<file path="src/hw/rtl/qss_pkg.sv">
`timescale 1ns / 1ps
`default_nettype none

package qss_pkg;

    localparam int NUM_SLOTS   = 128;
    localparam int SLOT_BYTES  = 64;
    localparam int SLOT_W      = 7;
    localparam int POS_W       = 6;
    localparam int CNT_W       = 8;
    localparam int MAX_RES     = 5;
    localparam int RES_IDX_W   = 3;
    localparam int FIFO_DEPTH  = 4;
    localparam int FIFO_PTR_W  = 2;
    localparam int FIFO_CNT_W  = 3;

    localparam logic [7:0] CH_NUL   = 8'h00;
    localparam logic [7:0] CH_SPACE = 8'h20;
    localparam logic [7:0] CH_PCT   = 8'h25;
    localparam logic [7:0] CH_AMP   = 8'h26;
    localparam logic [7:0] CH_ZERO  = 8'h30;
    localparam logic [7:0] CH_TWO   = 8'h32;
    localparam logic [7:0] CH_EQ    = 8'h3D;

    typedef enum logic [1:0] {
        KIND_STORE = 2'd0,
        KIND_DONE  = 2'd1,
        KIND_ERROR = 2'd2
    } t_kind;

    typedef enum logic [1:0] {
        ESC_NONE = 2'd0,
        ESC_PCT  = 2'd1,
        ESC_PCT2 = 2'd2
    } t_esc;

    typedef struct packed {
        logic [7:0] in_byte;
        logic       end_of_string;
    } t_in;

    typedef struct packed {
        t_kind             out_kind;
        logic [SLOT_W-1:0] slot_index;
        logic [POS_W-1:0]  char_position;
        logic [7:0]        stored_char;
        logic [CNT_W-1:0]  arg_count;
        logic              last_result;
    } t_out;

    typedef struct packed {
        t_kind             kind;
        logic [SLOT_W-1:0] slot;
        logic [POS_W-1:0]  pos;
        logic [7:0]        ch;
        logic [CNT_W-1:0]  cnt;
    } t_res;

    typedef struct packed {
        t_res [MAX_RES-1:0]   res;
        logic [RES_IDX_W-1:0] cnt;
    } t_bundle;

    function automatic t_res mk_res(t_kind k, logic [SLOT_W-1:0] s, logic [POS_W-1:0] p,
                                    logic [7:0] ch, logic [CNT_W-1:0] cnt);
        t_res r;
        r.kind = k;
        r.slot = s;
        r.pos  = p;
        r.ch   = ch;
        r.cnt  = cnt;
        return r;
    endfunction

endpackage

`default_nettype wire

</file>
<file path="src/hw/rtl/qss_front.sv">
`timescale 1ns / 1ps
`default_nettype none

module qss_front import qss_pkg::*; (
    input  wire logic    i_clk,
    input  wire logic    i_rst_n,
    input  wire logic    i_valid,
    input  wire t_in     i_data,
    output      logic    o_ready,
    output      logic    o_push,
    output      t_bundle o_bundle,
    input  wire logic    i_full
);

    logic [SLOT_W-1:0] r_slot, n_slot;
    logic [POS_W-1:0]  r_pos, n_pos;
    logic              r_vpend, n_vpend;
    logic              r_plain, n_plain;
    t_esc              r_esc, n_esc;
    logic              r_seen, n_seen;

    logic              w_acc;
    logic              w_end;
    t_bundle           v_b;

    assign o_ready = !i_full;
    assign w_acc   = i_valid && o_ready;
    assign w_end   = i_data.end_of_string || (i_data.in_byte == CH_NUL);

    always_comb begin
        logic [7:0]        c;
        logic              flush_pct;
        logic              flush_two;
        logic              do_space;
        logic              do_handle;
        logic [SLOT_W:0]   v_next;
        c         = i_data.in_byte;
        n_slot    = r_slot;
        n_pos     = r_pos;
        n_vpend   = r_vpend;
        n_plain   = r_plain;
        n_esc     = r_esc;
        n_seen    = r_seen;
        v_b       = '0;
        flush_pct = 1'b0;
        flush_two = 1'b0;
        do_space  = 1'b0;
        do_handle = 1'b0;
        v_next    = '0;
        if (w_end) begin
            if (!r_seen) begin
                v_b.res[v_b.cnt] = mk_res(KIND_ERROR, '0, '0, CH_NUL, '0);
                v_b.cnt = v_b.cnt + 1'b1;
            end else begin
                flush_pct = (r_esc != ESC_NONE);
                flush_two = (r_esc == ESC_PCT2);
            end
        end else begin
            n_seen = 1'b1;
            case (r_esc)
                ESC_PCT: begin
                    if (c == CH_TWO) begin
                        n_esc = ESC_PCT2;
                    end else begin
                        n_esc     = ESC_NONE;
                        flush_pct = 1'b1;
                        do_handle = 1'b1;
                    end
                end
                ESC_PCT2: begin
                    n_esc = ESC_NONE;
                    if (c == CH_ZERO) begin
                        do_space = 1'b1;
                    end else begin
                        flush_pct = 1'b1;
                        flush_two = 1'b1;
                        do_handle = 1'b1;
                    end
                end
                default: do_handle = 1'b1;
            endcase
        end

        // held escape bytes, then the space or the new byte
        if (flush_pct) begin
            if (n_pos < POS_W'(SLOT_BYTES - 1)) begin
                v_b.res[v_b.cnt] = mk_res(KIND_STORE, n_slot, n_pos, CH_PCT, '0);
                v_b.cnt = v_b.cnt + 1'b1;
                n_pos = n_pos + 1'b1;
            end
            n_plain = 1'b1;
        end
        if (flush_two) begin
            if (n_pos < POS_W'(SLOT_BYTES - 1)) begin
                v_b.res[v_b.cnt] = mk_res(KIND_STORE, n_slot, n_pos, CH_TWO, '0);
                v_b.cnt = v_b.cnt + 1'b1;
                n_pos = n_pos + 1'b1;
            end
            n_plain = 1'b1;
        end
        if (do_space) begin
            if (n_pos < POS_W'(SLOT_BYTES - 1)) begin
                v_b.res[v_b.cnt] = mk_res(KIND_STORE, n_slot, n_pos, CH_SPACE, '0);
                v_b.cnt = v_b.cnt + 1'b1;
                n_pos = n_pos + 1'b1;
            end
            n_plain = 1'b0;
        end
        if (do_handle) begin
            if (c == CH_PCT) begin
                n_esc = ESC_PCT;
            end else if (((c == CH_AMP) || (c == CH_EQ)) && n_plain) begin
                v_b.res[v_b.cnt] = mk_res(KIND_STORE, n_slot, n_pos, CH_NUL, '0);
                v_b.cnt = v_b.cnt + 1'b1;
                if (c == CH_EQ) begin
                    v_next  = n_vpend ? {1'b0, n_slot} : {1'b0, n_slot} + 1'b1;
                    n_vpend = 1'b1;
                end else begin
                    if (!n_vpend) begin
                        // name without value skips one empty slot
                        if ({1'b0, n_slot} + 1'b1 < (SLOT_W+1)'(NUM_SLOTS)) begin
                            v_b.res[v_b.cnt] = mk_res(KIND_STORE, n_slot + 1'b1, '0,
                                                      CH_NUL, '0);
                            v_b.cnt = v_b.cnt + 1'b1;
                        end
                        v_next = {1'b0, n_slot} + (SLOT_W+1)'(2);
                    end else begin
                        v_next = {1'b0, n_slot} + 1'b1;
                    end
                    n_vpend = 1'b0;
                end
                if (v_next >= (SLOT_W+1)'(NUM_SLOTS)) begin
                    v_next = (SLOT_W+1)'(NUM_SLOTS - 1);
                end
                n_slot  = v_next[SLOT_W-1:0];
                n_pos   = '0;
                n_plain = 1'b0;
            end else begin
                if (n_pos < POS_W'(SLOT_BYTES - 1)) begin
                    v_b.res[v_b.cnt] = mk_res(KIND_STORE, n_slot, n_pos, c, '0);
                    v_b.cnt = v_b.cnt + 1'b1;
                    n_pos = n_pos + 1'b1;
                end
                n_plain = 1'b1;
            end
        end

        if (w_end) begin
            if (r_seen) begin
                v_b.res[v_b.cnt] = mk_res(KIND_STORE, n_slot, n_pos, CH_NUL, '0);
                v_b.cnt = v_b.cnt + 1'b1;
                v_b.res[v_b.cnt] = mk_res(KIND_DONE, '0, '0, CH_NUL,
                                          CNT_W'({1'b0, n_slot} + 1'b1));
                v_b.cnt = v_b.cnt + 1'b1;
            end
            n_slot  = '0;
            n_pos   = '0;
            n_vpend = 1'b0;
            n_plain = 1'b0;
            n_esc   = ESC_NONE;
            n_seen  = 1'b0;
        end
    end

    assign o_push   = w_acc && (v_b.cnt != '0);
    assign o_bundle = v_b;

    always_ff @(posedge i_clk) begin
        if (!i_rst_n) begin
            r_slot  <= '0;
            r_pos   <= '0;
            r_vpend <= 1'b0;
            r_plain <= 1'b0;
            r_esc   <= ESC_NONE;
            r_seen  <= 1'b0;
        end else if (w_acc) begin
            r_slot  <= n_slot;
            r_pos   <= n_pos;
            r_vpend <= n_vpend;
            r_plain <= n_plain;
            r_esc   <= n_esc;
            r_seen  <= n_seen;
        end
    end

    a_end_clears: assert property (@(posedge i_clk) disable iff (!i_rst_n)
        (w_acc && w_end) |=> (r_slot == '0 && r_pos == '0 && !r_seen && r_esc == ESC_NONE))
        else $error("state not cleared after end of string");

    a_pos_bound: assert property (@(posedge i_clk) disable iff (!i_rst_n)
        r_pos <= POS_W'(SLOT_BYTES - 1))
        else $error("write position beyond slot");

endmodule

`default_nettype wire

</file>
<file path="src/hw/rtl/qss_fifo.sv">
`timescale 1ns / 1ps
`default_nettype none

module qss_fifo import qss_pkg::*; (
    input  wire logic    i_clk,
    input  wire logic    i_rst_n,
    input  wire logic    i_push,
    input  wire t_bundle i_data,
    output      logic    o_full,
    input  wire logic    i_pop,
    output      logic    o_empty,
    output      t_bundle o_data
);

    t_bundle                r_mem [FIFO_DEPTH];
    logic [FIFO_PTR_W-1:0]  r_wr, r_rd;
    logic [FIFO_CNT_W-1:0]  r_cnt;
    logic                   w_wr, w_rd;

    assign o_full  = (r_cnt == FIFO_CNT_W'(FIFO_DEPTH));
    assign o_empty = (r_cnt == '0);
    assign o_data  = r_mem[r_rd];
    assign w_wr    = i_push && !o_full;
    assign w_rd    = i_pop && !o_empty;

    always_ff @(posedge i_clk) begin
        if (w_wr) begin
            r_mem[r_wr] <= i_data;
        end
    end

    always_ff @(posedge i_clk) begin
        if (!i_rst_n) begin
            r_wr  <= '0;
            r_rd  <= '0;
            r_cnt <= '0;
        end else begin
            if (w_wr) begin
                r_wr <= r_wr + 1'b1;
            end
            if (w_rd) begin
                r_rd <= r_rd + 1'b1;
            end
            if (w_wr && !w_rd) begin
                r_cnt <= r_cnt + 1'b1;
            end else if (w_rd && !w_wr) begin
                r_cnt <= r_cnt - 1'b1;
            end
        end
    end

    a_cnt_bound: assert property (@(posedge i_clk) disable iff (!i_rst_n)
        r_cnt <= FIFO_CNT_W'(FIFO_DEPTH))
        else $error("queue count overflow");

    a_ptr_track: assert property (@(posedge i_clk) disable iff (!i_rst_n)
        (r_cnt != '0 && r_cnt != FIFO_CNT_W'(FIFO_DEPTH)) |-> (r_wr != r_rd))
        else $error("queue pointers disagree with count");

endmodule

`default_nettype wire

</file>
<file path="src/hw/rtl/qss_back.sv">
`timescale 1ns / 1ps
`default_nettype none

module qss_back import qss_pkg::*; (
    input  wire logic    i_clk,
    input  wire logic    i_rst_n,
    input  wire logic    i_head_valid,
    input  wire t_bundle i_head,
    output      logic    o_head_pop,
    output      logic    o_empty,
    input  wire logic    i_pop,
    output      t_out    o_data
);

    logic [RES_IDX_W-1:0] r_idx;
    logic                 w_last;
    logic                 w_take;
    t_res                 w_res;

    assign w_res   = i_head.res[r_idx];
    assign w_last  = (r_idx == i_head.cnt - 1'b1);
    assign w_take  = i_pop && i_head_valid;
    assign o_empty = !i_head_valid;
    assign o_head_pop = w_take && w_last;

    assign o_data.out_kind      = w_res.kind;
    assign o_data.slot_index    = w_res.slot;
    assign o_data.char_position = w_res.pos;
    assign o_data.stored_char   = w_res.ch;
    assign o_data.arg_count     = w_res.cnt;
    assign o_data.last_result   = w_last;

    always_ff @(posedge i_clk) begin
        if (!i_rst_n) begin
            r_idx <= '0;
        end else if (w_take) begin
            r_idx <= w_last ? '0 : r_idx + 1'b1;
        end
    end

    a_idle_idx: assert property (@(posedge i_clk) disable iff (!i_rst_n)
        !i_head_valid |-> (r_idx == '0))
        else $error("result index left over with no request waiting");

    a_head_nonempty: assert property (@(posedge i_clk) disable iff (!i_rst_n)
        i_head_valid |-> (i_head.cnt != '0 && r_idx < i_head.cnt))
        else $error("result index outside request");

endmodule

`default_nettype wire

</file>
<file path="src/hw/rtl/query_string_splitter_top.sv">
// Splits a query string, one byte per request, into numbered name/value slots and
// emits byte writes (slot, position, byte), a terminator per slot and a final count,
// or an error for an empty string. A byte is accepted every cycle while the internal
// four-entry request queue has room; each request yields zero to four results, which
// leave one per cycle while pop is high; a request holds the output until its last
// result is popped; this sets the sustained rate (one byte per cycle for plain text).
`timescale 1ns / 1ps
`default_nettype none

module query_string_splitter_top import qss_pkg::*; (
    input  wire logic i_clk,
    input  wire logic i_rst_n,
    input  wire logic push,
    input  wire t_in  i_data,
    output      logic full,
    output      logic empty,
    input  wire logic pop,
    output      t_out o_data
);

    logic    w_ready;
    logic    w_push;
    t_bundle w_bundle;
    logic    w_fifo_full;
    logic    w_fifo_empty;
    t_bundle w_head;
    logic    w_head_pop;

    assign full = !w_ready;

    qss_front u_front (
        .i_clk    (i_clk),
        .i_rst_n  (i_rst_n),
        .i_valid  (push),
        .i_data   (i_data),
        .o_ready  (w_ready),
        .o_push   (w_push),
        .o_bundle (w_bundle),
        .i_full   (w_fifo_full)
    );

    qss_fifo u_fifo (
        .i_clk   (i_clk),
        .i_rst_n (i_rst_n),
        .i_push  (w_push),
        .i_data  (w_bundle),
        .o_full  (w_fifo_full),
        .i_pop   (w_head_pop),
        .o_empty (w_fifo_empty),
        .o_data  (w_head)
    );

    qss_back u_back (
        .i_clk        (i_clk),
        .i_rst_n      (i_rst_n),
        .i_head_valid (!w_fifo_empty),
        .i_head       (w_head),
        .o_head_pop   (w_head_pop),
        .o_empty      (empty),
        .i_pop        (pop),
        .o_data       (o_data)
    );

endmodule

`default_nettype wire
</file>
<file path="config.mk">
export PLATFORM = sky130hd
export DESIGN_NAME = query_string_splitter_top
export DESIGN_NICKNAME = d
export VERILOG_FILES = /design/src/hw/rtl/qss_pkg.sv /design/src/hw/rtl/qss_front.sv /design/src/hw/rtl/qss_fifo.sv /design/src/hw/rtl/qss_back.sv /design/src/hw/rtl/query_string_splitter_top.sv
export SDC_FILE = /design/constraint.sdc
export NUM_CORES = 1
export LEC_CHECK = 0
export ABC_AREA = 1
export BUFFER_PORTS_ARGS = -buffer_cell sky130_fd_sc_hd__buf_2
export CAP_MARGIN = 20
export CORE_AREA = 2 2 280 282
export DETAILED_ROUTE_END_ITERATION = 16
export DIE_AREA = 0 0 282 284
export GPL_ROUTABILITY_DRIVEN = 0
export MAX_ROUTING_LAYER = met4
export PLACE_DENSITY_LB_ADDON = 0.12
export SLEW_MARGIN = 5
export SYNTH_ARGS = -nofsm -noshare
export SYNTH_HDL_FRONTEND = slang
export SYNTH_SLANG_ARGS = --single-unit
</file>
<file path="constraint.sdc">
create_clock -name i_clk -period 14.7 [get_ports i_clk]
set_input_delay 2.94 -clock i_clk [delete_from_list [all_inputs] [get_ports i_clk]]
set_output_delay 2.94 -clock i_clk [all_outputs]
set_load 0.01 [all_outputs]
</file>
==> impl_metrics.ini <==
[sta]
final-hold-violation-count = 0
max-slew-margin-rel = 0.277
worst_slack_ns = 4.86
worst_hold_slack_ns = 0.498
slew_viol_final = 0
fin_worst_skew_ns = 0.0224
fmax_mhz = 102
rsz0062_at_grt = no
timing.setup.tns_ns = 0
finalCritPeriodShare = 0.670
finalSetupViolCount = 0
timing.final.crit_period_ns = 9.84
worstMarginPinSlew_ns = 1.07

[clock_network]
root_buffer = clkbuf_16
clk-insertion-delay-late_ns = 0.62
cts_resized = 0
cts_tree = yes
clkTransAtPathRegs_ns = 0.05
htreeDepth = 3
cts_setup_buffers = 0
hold_buffers = 0
cts.sinks = 646
cts_inserted_buffers = 70
clk_path_buf_depth = 3

[cells_and_area]
syn2layout_area_growth_pct = 10.9
final_layout_size_suffix_gt1_frac = 0.102
fill_cells = 7271
final_common_cell = edfxtp_1
fin_cells = 4003
fin_area_mm2 = 0.0340
nets = 2952
final_cell_mix = 616 x edfxtp_1, 474 x nor2_1, 384 x o21ai_0
postLayoutCoreUtil = 0.442

[route]
antenna_left = 0
vias_per_cell = 5.89
remaining_drc_errors = 0
drt_iter0_drc = 2792
wl_per_cell_um = 25.1
dr.pass1.iters = 6
vias = 23600
wl_um = 100000

[synth]
yosys_warnings = 0
synthDistinctLibCells = 60
synth_seq_area_share = 0.623
avgSynthCellArea_um2 = 10.5
synth_edf_count = 616
async_reset_ff_frac = 0
netlist_area_mm2 = 0.0307
synth_flop_cell = edfxtp_1
syn_nets = 2964
syn_inst = 2924
synth-seq-cells = 646

[worst_hold_path]
hold_path_depth = 2
hold_path_class = reg -> reg

[global_route]
grt.total_usage = 0.255
grt_pass1_vias = 22600
overflow = 0
antenna_found_initial = 7
grt_pass1_wl_um = 148000
grt_max_degree = 179

[job]
max-cap-violations = 0

[placed_design]
place_area_mm2 = 0.0319
hpwlAfterDp_um = 62800
dp_cells = 3880
place_worst_setup_slack_ns = 4.33
port-buffer-count = 46

[critical_path]
critical_path_buf_inv_count = 9
cp_num_cells = 38
crit_end = u_fifo.r_mem[0][109]$_DFFE_PP_
worstPathMaxFanout = 51
r2r_slack_ns = 6.96
critPathLaunchType = input pin
end_kind = flop
r2r_end = u_fifo.r_mem[0][109]$_DFFE_PP_
crit_path_top_delay_cell = buf_4
crit_required_ns = 14.94
critPathMaxStageDelay_ns = 0.73
r2r_start = u_front.r_pos[1]$_SDFFE_PN0P_
critPathLaunch = i_data[6]
critical_path_class = in -> reg
crit_family = simple AND/OR/NAND/NOR gates
r2r_cells = 36
arrival_ns = 10.08

[power_and_ir_drop]
finalPower_mw = 4.69
peakVddDrop_mv = 0.116
leakagePower_nw = 11.2
power-per-cell-area_mw_per_mm2 = 138

[floorplan]
die_h_um = 284
core.rowCount = 102
ios = 47
core_area_mm2 = 0.0770
start_util = 0.398
die_area_mm2 = 0.0801
die_w_um = 282

[run_status]
status = completed
flip-flops by register name, summed over array words and instances, names as in the netlist, named ones only:
| register | count |
|---|---|
| u_back.r_idx | 3 |
| u_fifo.r_cnt | 3 |
| u_fifo.r_mem | 616 |
| u_fifo.r_rd | 2 |
| u_fifo.r_wr | 2 |
| u_front.r_esc | 2 |
| u_front.r_plain | 1 |
| u_front.r_pos | 6 |
| u_front.r_seen | 1 |
| u_front.r_slot | 7 |
| u_front.r_vpend | 1 |
cell type report:
cell class / count / area, um2 / share of cell area
diodes: 4 / 10.0 / 0.000294
clock buffers: 88 / 1820 / 0.0535
clock inverters: 31 / 256 / 0.00754
inverters: 185 / 709 / 0.0209
multi-input cells: 1929 / 10200 / 0.301
flip-flops and latches: 646 / 19100 / 0.562
well taps: 1040 / 1300 / 0.0383
repair buffers: 80 / 548 / 0.0161
cell usage after synthesis, types with 4 or more instances:
master / instances / area [um2]
a21oi_1: 72 / 360
a221oi_1: 4 / 35.0
a22o_1: 25 / 219
a22oi_1: 16 / 120
a31oi_1: 11 / 68.8
a32o_1: 8 / 80.1
buf_1: 4 / 15.0
buf_2: 10 / 50.1
buf_4: 4 / 30.0
buf_6: 4 / 45.0
clkbuf_1: 142 / 533
clkinv_1: 6 / 22.5
dfxtp_1: 30 / 601
edfxtp_1: 616 / 18500
ha_1: 26 / 325
inv_1: 152 / 571
inv_2: 25 / 93.8
nand2_1: 324 / 1220
nand2_2: 27 / 169
nand2_4: 16 / 180
nand3_1: 122 / 611
nand3_2: 6 / 60.1
nand3b_1: 6 / 45.0
nand4_1: 14 / 87.6
nand4_2: 4 / 50.1
nor2_1: 483 / 1810
nor2_2: 4 / 25.0
nor2_4: 6 / 67.6
nor3_1: 23 / 115
nor3_2: 9 / 90.1
nor4_1: 6 / 37.5
o2111ai_1: 7 / 61.3
o211ai_1: 24 / 180
o21ai_0: 384 / 1920
o21ai_1: 23 / 115
o221ai_1: 54 / 473
o22ai_1: 163 / 1020
o22ai_2: 7 / 87.6
o32ai_1: 5 / 43.8
xor2_1: 18 / 158
worst reg2reg max path, delay by kind of cell, from the launching register on:
kind / cells / cell delay [ns]
simple gates: 21 / 3.19
buf+inv: 7 / 1.42
compound gates: 4 / 1.14
fa+ha+maj: 4 / 1.08
flops: 1 / 0.45
per-layer routing:
metal	GRT usage	up-vias	share of wire
li1	-	10600	-
met1	0.338	11800	0.42
met2	0.400	971	0.47
met3	0.0394	201	0.069
met4	0.0879	0	0.035
met5	-	-	0
kinds of logic (layout without fill, tap and decap cells):
| kind of cell | after synthesis | after routing | synth area share |
|---|---|---|---|
| AND/OR/NAND/NOR | 1057 | 1057 | 0.152 |
| flip-flops | 646 | 646 | 0.623 |
| other | 0 | 4 | 0 |
| adder cells (fa/ha/maj) | 27 | 27 | 0.0113 |
| AO/OA/AOI/OAI | 826 | 826 | 0.163 |
| XOR/XNOR | 19 | 19 | 0.00543 |
| buffers and inverters | 349 | 384 | 0.0448 |
power by group:
group	switching (mW)	total [mW]	internal, mW
registers	0.0388	2.19	2.15
logic	0.641	0.866	0.225
clock network	0.712	1.63	0.917
total	1.39	4.69	3.29
how the worst min path moves through the flow:
stage	start	endpoint	slack, ns
floorplan	u_front.r_plain$_SDFFE_PN0P_	u_front.r_plain$_SDFFE_PN0P_	0.45
global placement	u_fifo.r_cnt[1]$_SDFFE_PN0P_	u_fifo.r_cnt[1]$_SDFFE_PN0P_	0.48
detailed placement	u_front.r_plain$_SDFFE_PN0P_	u_front.r_plain$_SDFFE_PN0P_	0.49
CTS	u_front.r_plain$_SDFFE_PN0P_	u_front.r_plain$_SDFFE_PN0P_	0.50
global route	u_fifo.r_cnt[1]$_SDFFE_PN0P_	u_fifo.r_cnt[1]$_SDFFE_PN0P_	0.52
finish	u_front.r_plain$_SDFFE_PN0P_	u_front.r_plain$_SDFFE_PN0P_	0.50
Note: power is estimated with default switching activity, not from simulation.
